### src/hdl/wvpp_pkg.sv
package wvpp_pkg;

  // Pipeline stage indexes
  localparam int ST_LOAD  = 0;
  localparam int ST_SUM   = 1;
  localparam int ST_NUM   = 2;
  localparam int ST_MUL   = 3;
  localparam int ST_OUT   = 4;
  localparam int STAGES   = 5;

  // Result field width and packed output beat width
  localparam int OUT_W       = 14;
  localparam int OUT_TDATA_W = 32;

  // Per-beat control from the handshake logic to each axis datapath
  typedef struct packed {
    logic              clear;  // history empty before this position
    logic              full;   // oldest entry drops out of the window
    logic [STAGES-1:0] adv;    // stage register loads this cycle
  } wvpp_ctrl_t;

endpackage

### src/hdl/weighted_velocity_position_predictor.sv
// Channel  Dir  Bits                       Content
// s_*      in   tdata[2*CW-1:0], tuser[1:0] pos_x, pos_y ; new_track, parked
// m_*      out  tdata[27:0]                pred_x, pred_y
//
// One beat in per cycle while s_tready is high. Each beat passes through the
// five-stage datapath (load, sum, numerator, reciprocal multiply, final add),
// each stage a register, so a new beat enters while earlier ones are in flight.
// rst clears the fill count and every stage valid; history is unknown until
// written. A stage holds its beat while the next one is full and stalled, so
// s_tready drops only once all five stages hold beats behind a stalled output.
module weighted_velocity_position_predictor import wvpp_pkg::*; #(
  parameter int HISTORY_DEPTH = 10,
  parameter int COORD_WIDTH   = 12
) (
  input  logic                                       clk,
  input  logic                                       rst,
  input  logic                                       s_tvalid,
  output logic                                       s_tready,
  // pos_x, pos_y from bit 0, zero padded to bytes
  input  logic [((2*COORD_WIDTH+7)/8)*8-1:0]         s_tdata,
  // new_track, parked from bit 0
  input  logic [1:0]                                 s_tuser,
  output logic                                       m_tvalid,
  input  logic                                       m_tready,
  // pred_x, pred_y from bit 0, zero padded
  output logic [OUT_TDATA_W-1:0]                     m_tdata
);

  localparam int D  = HISTORY_DEPTH;
  localparam int CW = COORD_WIDTH;
  localparam int MW = $clog2(D);
  localparam int FW = $clog2(D + 1);

  logic [CW-1:0]     pos_x;
  logic [CW-1:0]     pos_y;
  logic              new_track;
  logic              parked;

  assign pos_x     = s_tdata[CW-1:0];
  assign pos_y     = s_tdata[2*CW-1:CW];
  assign new_track = s_tuser[0];
  assign parked    = s_tuser[1];

  // Stage valids and ready chain
  logic [STAGES-1:0] v;
  logic [STAGES-1:0] rdy;
  wvpp_ctrl_t        ctrl;

  always_comb begin
    rdy[STAGES-1] = ~v[STAGES-1] | m_tready;
    for (int k = STAGES - 2; k >= 0; k--) begin
      rdy[k] = ~v[k] | rdy[k+1];
    end
  end

  assign s_tready = rdy[ST_LOAD];
  assign m_tvalid = v[ST_OUT];

  // Fill tracking and window span for the beat being accepted
  logic [FW-1:0]     fill;
  logic [FW-1:0]     fill_eff;
  logic [FW-1:0]     fill_next;
  logic [MW-1:0]     m_in;
  logic              accept;

  assign accept = s_tvalid & s_tready;

  always_comb begin
    fill_eff  = new_track ? '0 : fill;
    ctrl.full  = (fill_eff == FW'(D));
    ctrl.clear = (fill_eff == '0);
    m_in      = ctrl.full ? MW'(D - 1) : fill_eff[MW-1:0];
    fill_next = ctrl.full ? fill_eff : fill_eff + FW'(1);
    ctrl.adv[ST_LOAD] = accept;
    for (int k = 1; k < STAGES; k++) begin
      ctrl.adv[k] = v[k-1] & rdy[k];
    end
  end

  // Advance valids and fill count
  always_ff @(posedge clk) begin
    if (rst) begin
      v    <= '0;
      fill <= '0;
    end else begin
      if (rdy[ST_LOAD]) begin
        v[ST_LOAD] <= s_tvalid;
      end
      for (int k = 1; k < STAGES; k++) begin
        if (rdy[k]) begin
          v[k] <= v[k-1];
        end
      end
      if (accept) begin
        fill <= fill_next;
      end
    end
  end

  logic [OUT_W-1:0]  pred_x;
  logic [OUT_W-1:0]  pred_y;

  wvpp_axis #(.CW(CW), .D(D)) u_axis_x (
    .clk    (clk),
    .ctrl   (ctrl),
    .pos    (pos_x),
    .m      (m_in),
    .parked (parked),
    .pred   (pred_x)
  );

  wvpp_axis #(.CW(CW), .D(D)) u_axis_y (
    .clk    (clk),
    .ctrl   (ctrl),
    .pos    (pos_y),
    .m      (m_in),
    .parked (parked),
    .pred   (pred_y)
  );

  assign m_tdata = {{(OUT_TDATA_W - 2*OUT_W){1'b0}}, pred_y, pred_x};

  // A restarted track holds exactly one position
  a_restart_fill: assert property (@(posedge clk) disable iff (rst)
    accept && new_track |=> fill == FW'(1))
    else $error("fill count wrong after new track");

  // A full window stays full while the track continues
  a_full_stays: assert property (@(posedge clk) disable iff (rst)
    accept && !new_track && fill == FW'(D) |=> fill == FW'(D))
    else $error("full window lost an entry");

  // Input stalls only when every stage holds a beat behind a stalled output
  a_stall_full: assert property (@(posedge clk) disable iff (rst)
    !s_tready |-> (&v) && !m_tready)
    else $error("input stalled with a free stage");

  // An accepted beat occupies the load stage next cycle
  a_load_valid: assert property (@(posedge clk) disable iff (rst)
    accept |=> v[ST_LOAD])
    else $error("accepted beat missing from load stage");

endmodule

### src/hdl/wvpp_axis.sv
module wvpp_axis import wvpp_pkg::*; #(
  parameter int CW = 12,
  parameter int D  = 10
) (
  input  logic                   clk,
  input  wvpp_ctrl_t             ctrl,
  input  logic [CW-1:0]          pos,
  input  logic [$clog2(D)-1:0]   m,
  input  logic                   parked,
  output logic [OUT_W-1:0]       pred
);

  localparam int MW   = $clog2(D);
  localparam int TW   = CW + $clog2(D + 1);
  localparam int SUMW = CW + $clog2(D);
  localparam int SW   = SUMW + 1;
  localparam int NW   = SUMW + 2;
  localparam int DW   = $clog2(D * (D - 1));
  localparam int K    = NW + DW;
  localparam int PW   = NW + K;
  localparam int RW   = CW + 2;

  // Divisor and reciprocal tables indexed by window span m
  logic [NW-1:0] den_tab   [D];
  logic [K-1:0]  recip_tab [D];

  assign den_tab[0]   = '0;
  assign recip_tab[0] = '0;

  for (genvar j = 1; j < D; j++) begin : g_tab
    localparam longint unsigned DD = longint'(j) * longint'(j + 1);
    localparam longint unsigned RC = ((64'd1 << K) + DD - 64'd1) / DD;
    assign den_tab[j]   = NW'(DD >> 1);
    assign recip_tab[j] = K'(RC);
  end

  // History shift line, newest at tap 0, and running sum of the window
  logic [CW-1:0]   hist [D];
  logic [TW-1:0]   total;
  logic [TW-1:0]   base;
  logic [TW-1:0]   evict;
  logic [TW-1:0]   older_sum;
  logic [TW-1:0]   total_next;

  always_comb begin
    base       = ctrl.clear ? '0 : total;
    evict      = ctrl.full ? TW'(hist[D-1]) : '0;
    older_sum  = base - evict;
    total_next = older_sum + TW'(pos);
  end

  // Load stage: capture position, span and sum of the older positions
  logic [CW-1:0]   p0;
  logic [MW-1:0]   m0;
  logic            b0;
  logic [SUMW-1:0] older0;

  always_ff @(posedge clk) begin
    if (ctrl.adv[ST_LOAD]) begin
      hist[0] <= pos;
      for (int i = 1; i < D; i++) begin
        hist[i] <= hist[i-1];
      end
      total  <= total_next;
      p0     <= pos;
      m0     <= m;
      b0     <= parked | (m == '0);
      older0 <= older_sum[SUMW-1:0];
    end
  end

  // Weighted delta sum collapses to m * newest minus the older positions
  logic [SUMW-1:0] mp;
  logic [SW-1:0]   s_next;
  logic [CW-1:0]   p1;
  logic [MW-1:0]   m1;
  logic            b1;
  logic [SW-1:0]   s1;

  assign mp     = SUMW'(m0) * SUMW'(p0);
  assign s_next = SW'(mp) - SW'(older0);

  always_ff @(posedge clk) begin
    if (ctrl.adv[ST_SUM]) begin
      p1 <= p0;
      m1 <= m0;
      b1 <= b0;
      s1 <= s_next;
    end
  end

  // Form the rounding numerator 2|S| + den
  logic [SW-1:0]   mag;
  logic [NW-1:0]   n_next;
  logic [CW-1:0]   p2;
  logic [MW-1:0]   m2;
  logic            b2;
  logic            neg2;
  logic [NW-1:0]   n2;

  assign mag    = s1[SW-1] ? (~s1 + SW'(1)) : s1;
  assign n_next = (NW'(mag[SUMW-1:0]) << 1) + den_tab[m1];

  always_ff @(posedge clk) begin
    if (ctrl.adv[ST_NUM]) begin
      p2   <= p1;
      m2   <= m1;
      b2   <= b1;
      neg2 <= s1[SW-1];
      n2   <= n_next;
    end
  end

  // Divide by 2*den through the reciprocal table
  logic [PW-1:0]   prod;
  logic [CW-1:0]   p3;
  logic            b3;
  logic            neg3;
  logic [CW-1:0]   q3;

  assign prod = PW'(n2) * PW'(recip_tab[m2]);

  always_ff @(posedge clk) begin
    if (ctrl.adv[ST_MUL]) begin
      p3   <= p2;
      b3   <= b2;
      neg3 <= neg2;
      q3   <= prod[K +: CW];
    end
  end

  // Add the signed mean delta to the newest position; the delta is zero when parked or with no older position
  logic signed [RW-1:0] delta;
  logic signed [RW-1:0] res;

  always_comb begin
    if (b3) begin
      delta = '0;
    end else if (neg3) begin
      delta = -$signed(RW'(q3));
    end else begin
      delta = $signed(RW'(q3));
    end
    res = $signed(RW'(p3)) + delta;
  end

  always_ff @(posedge clk) begin
    if (ctrl.adv[ST_OUT]) begin
      pred <= OUT_W'(res);
    end
  end

endmodule

### config.mk
export PLATFORM = sky130hd
export DESIGN_NAME = weighted_velocity_position_predictor
export DESIGN_NICKNAME = d
export VERILOG_FILES = /design/src/hdl/wvpp_pkg.sv /design/src/hdl/weighted_velocity_position_predictor.sv /design/src/hdl/wvpp_axis.sv
export SDC_FILE = /design/constraint.sdc
export NUM_CORES = 2
export LEC_CHECK = 0
export ABC_AREA = 1
export BUFFER_PORTS_ARGS = -buffer_cell sky130_fd_sc_hd__buf_2
export CORE_ASPECT_RATIO = 0.7
export CORE_MARGIN = 4
export CORE_UTILIZATION = 25
export CTS_CLUSTER_SIZE = 16
export DETAILED_ROUTE_END_ITERATION = 16
export GPL_TIMING_DRIVEN = 0
export PLACE_DENSITY_LB_ADDON = 0.15
export SYNTH_ARGS = -nofsm -noshare
export SYNTH_HDL_FRONTEND = slang
export SYNTH_SLANG_ARGS = --single-unit
### constraint.sdc
create_clock -name clk -period 13.86 [get_ports clk]
set_input_delay 0.693 -clock clk [delete_from_list [all_inputs] [get_ports clk]]
set_output_delay 0.693 -clock clk [all_outputs]
set_load 0.005 [all_outputs]
==> summary.md <==
| Metric | Value |
|---|---|
| Status | complete, but fails checks |
| Pre-CTS WS | roughly 5.5 ns |
| Worst Path Class, Setup | reg -> reg |
| Post-DP Area | 0.0534 mm^2 |
| R2r endpoint | u_axis_x.q3[8] |
| # rows | between 100 and 150 |
| Worst setup SP type | flop |
| CTS Hold Buffers Added | 0 |
| Die H | 381 um |
| Worst hold path class | in -> reg |
| Count leader, synth | inv_1 |
| Synth top area share | 0.313 |
| Synth Register Bits | approximately 530 |
| CP max stage cell | nor2_2 |
| Vias in the first global route | 35700 |
| Most common flop cell mapped by yosys | edfxtp_1 |
| Max_cap viols | 1 |
| # placed instances | ~8000 |
| Total CTS buffers | between 60 and 70 |
| Worst-Margin Slew | about 1.5 ns |
| Async S/R FF share, synth | 0 |
| Via count | about 35000 |
| Fin nets | around 6500 |
| Total gr overflow | 0 |
| DRT Wirelength | between 150 and 200 mm |
| Hold Path Sink | u_axis_x.hist[0][7] |
| Clock period minus worst slack | 8.67 ns |
| GPL Wtd Cong | 0.925 |
| Clock sinks | roughly 530 |
| Tot GR Track Use | 0.154 |
| Initial antenna violation count | 7 |
| Hold Violations, Final | 0 |
| RR Startpoint | u_axis_x.m2[3] |
| Dominant cell type by area after synthesis | edfxtp_1 |
| Critical path required time | around 14 ns |
| First-pass GRT wire length | roughly 230 mm |
| Maximum fanout along the worst path | 10 |
| Syn avg cell area | 9.35 um^2 |
| Setup TNS | 0 ns |
| PortBufs | 58 |
| Hold path start | s_tdata[7] |
| Initial DRC Count | about 2700 |
| Cell Area, Synth | between 0.04 and 0.05 mm^2 |
| CTS tree | yes |
| Hold Path Stages | 1 |
| Clock-pin slew on the worst setup and hold paths | roughly 0.05 ns |
| Top Layer Used | met5 |
| Number of synthesized flops with an enable pin | 517 |
| CP arrival | roughly 9.0 ns |
| First-pass detailed-route iteration total | 5 |
| Max stage delay on crit path | between 0.7 and 0.8 ns |
| Post-synth top cells | 1269 x inv_1, 1052 x nand2_1, 690 x fa_1 |
| Hpwl dp | about 130 mm |
| Root buf cell | clkbuf_16 |
| Clk buf depth | 3 |
| Failing checks | max-capacitance violations |
| Design area | around 0.056 mm^2 |
| DRC violations left | 0 |
| Clock Skew | roughly 0.024 ns |
| Starting Density | 0.252 |
| Syn Inst Count | 5309 |
| Vias per cell | 4.32 |
| Pin count of the biggest net entering global routing | between 100 and 150 |
| Area contributors post-synth | edfxtp_1 31%, fa_1 28%, inv_1 9.6%, ha_1 8.3%, nand2_1 8.0% |
| Seq/Total Area, Yosys | 0.316 |
| Die X | about 540 um |
| Setup bufs post-CTS | 0 |
| Met3 wire len | 15.3 mm |
| Period utilization | 0.626 |
| Metal1 wirelength | 79.3 mm |
| CORE AREA | 0.197 mm^2 |
| Finished Layout Cells | 8115 |
| Post-CTS Resized | 0 |
| CTS HTree Levels | 3 |
| Worst setup EP type | flop |
| Post-synth cell types | 49 |
| Routed len/inst | roughly 19 um |
| # IOs | 64 |
| Met2 wire length | between 60 and 70 mm |
| Critical path cell sequence | buf_2, inv_1, nor2_2, nor2_2, inv_2, buf_2, nand2_1, fa_1, fa_1, fa_1, inv_1, fa_1, fa_1, inv_1, fa_1, inv_1, ha_1, nand2_1, nor2_1, nand4_1, o21ai_0, nand2_1, nand3_1, nand2_1 |
| Syn. warnings | 0 |
| Max_slew headroom | 0.00302 |
| R2r worst-path depth | 24 |
| Worst R2R Setup Slack | 5.19 ns |
| Pins Over Slew Limit | 0 |
| Die area | 0.206 mm^2 |
| Max Clk Rate | ~120 MHz |
| Post-route ant nets | 0 |
| Slack of the critical path | between 5 and 6 ns |
| Final setup violation count | 0 |
| Layout cells sized above 1 | 0.0424 |
| Area Growth Syn to Fin | 12.0% |
| RSZ-0062 raised after global routing | false |
| Skew-Pair Late Insertion Delay | roughly 0.62 ns |
| CP dominant cell by count | fa_1 |
[stage by stage]
step / hold slack, ns / utilization
final: 0.277 / 0.282
after global routing: 0.224 / 0.282
after CTS: 0.215 / 0.282
after detailed placement: 0.405 / 0.271
after global placement: 0.400 / 0.270
after floorplan: 0.400 / -
[registers in the layout, summed over array words and instances (netlist names), 5 cells and up]
name             count
u_axis_x.hist      120
u_axis_y.hist      120
u_axis_x.n2         18
u_axis_x.s1         17
u_axis_y.n2         17
u_axis_y.s1         17
u_axis_x.older0     16
u_axis_x.total      16
u_axis_y.older0     16
u_axis_y.total      16
u_axis_x.pred       14
u_axis_y.pred       14
u_axis_x.p1         12
u_axis_x.p2         12
u_axis_x.p3         12
u_axis_x.q3         12
u_axis_y.p1         12
u_axis_y.p2         12
u_axis_y.p3         12
u_axis_y.q3         12
v                    5
[placed cells by master, fill, tap and decap left out, drive strengths merged]
master	n
nor3b	2
o2111ai	1
fa	690
o221ai	1
clkinv	34
o21ba	1
diode	4
nor4	4
clkinvlp	3
xor2	93
ha	328
buf	104
nand3b	17
o211ai	5
clkbuf	134
o31ai	3
a21boi	6
or2	1
conb	4
dfxtp	9
nor3	54
nand3	166
o21ai	83
bufinv	9
a31o	3
nor2	555
xnor2	43
edfxtp	517
a2bb2oi	1
inv	1285
a211oi	11
a31oi	12
nand2	1055
and3	7
a21oi	184
o21a	6
o21bai	8
and2	4
nand4	26
a21o	20
[critical path, delay by kind of cell, from the launching register on]
| kind | cells | cell delay, ns |
|---|---|---|
| simple gates | 9 | 2.44 |
| buf+inv | 7 | 1.50 |
| compound gates | 1 | 0.65 |
| flops | 1 | 0.33 |
| fa+ha+maj | 7 | 3.42 |
[layout make-up]
class,count,area (um^2)
Timing Repair Buffer,63,413
Clock inverter,42,528
Antenna cell,4,10.0
Buffer,103,438
Sequential cell,526,15700
Fill cell,20900,141000
Clock buffer,72,1670
Multi-Input combinational cell,3394,28700
Inverter,1289,4850
Tap cell,2622,3280
[cell families (layout without fill, tap and decap cells)]
logic type,count (synthesis),after routing,synth area share
AOI/OAI and AO/OA,345,345,0.0387
xor gates and xnor gates,136,136,0.0240
adders and majority gates,1018,1018,0.361
buffers and inverters,1392,1569,0.106
DFF,526,526,0.316
other,1,8,0.0000755
and+or+nand+nor,1891,1891,0.154
[per-layer routing]
layer	up-vias	track usage
li1	16500	-
met1	17400	0.235
met2	1045	0.207
met3	159	0.0527
met4	2	0.0290
met5	-	0
[how the worst max path moves through the flow]
stage / startpoint / to / slack (ns) / cells past startpoint
5_1_grt: u_axis_x.m2[3] / u_axis_x.q3[8] / 5.11 / 26
3_5_place_dp: u_axis_x.m2[2] / u_axis_x.q3[8] / 5.53 / 24
6_report: u_axis_x.m2[3] / u_axis_x.q3[8] / 5.19 / 24
2_1_floorplan: m_tready / fill[0] / 5.99 / 9
3_3_place_gp: m_tready / fill[0] / 2.73 / 10
4_1_cts: u_axis_x.m2[2] / u_axis_x.q3[8] / 5.48 / 24
Power is not shown: default switching activity piles up to over one toggle a cycle in this logic, so the estimate is an artifact.
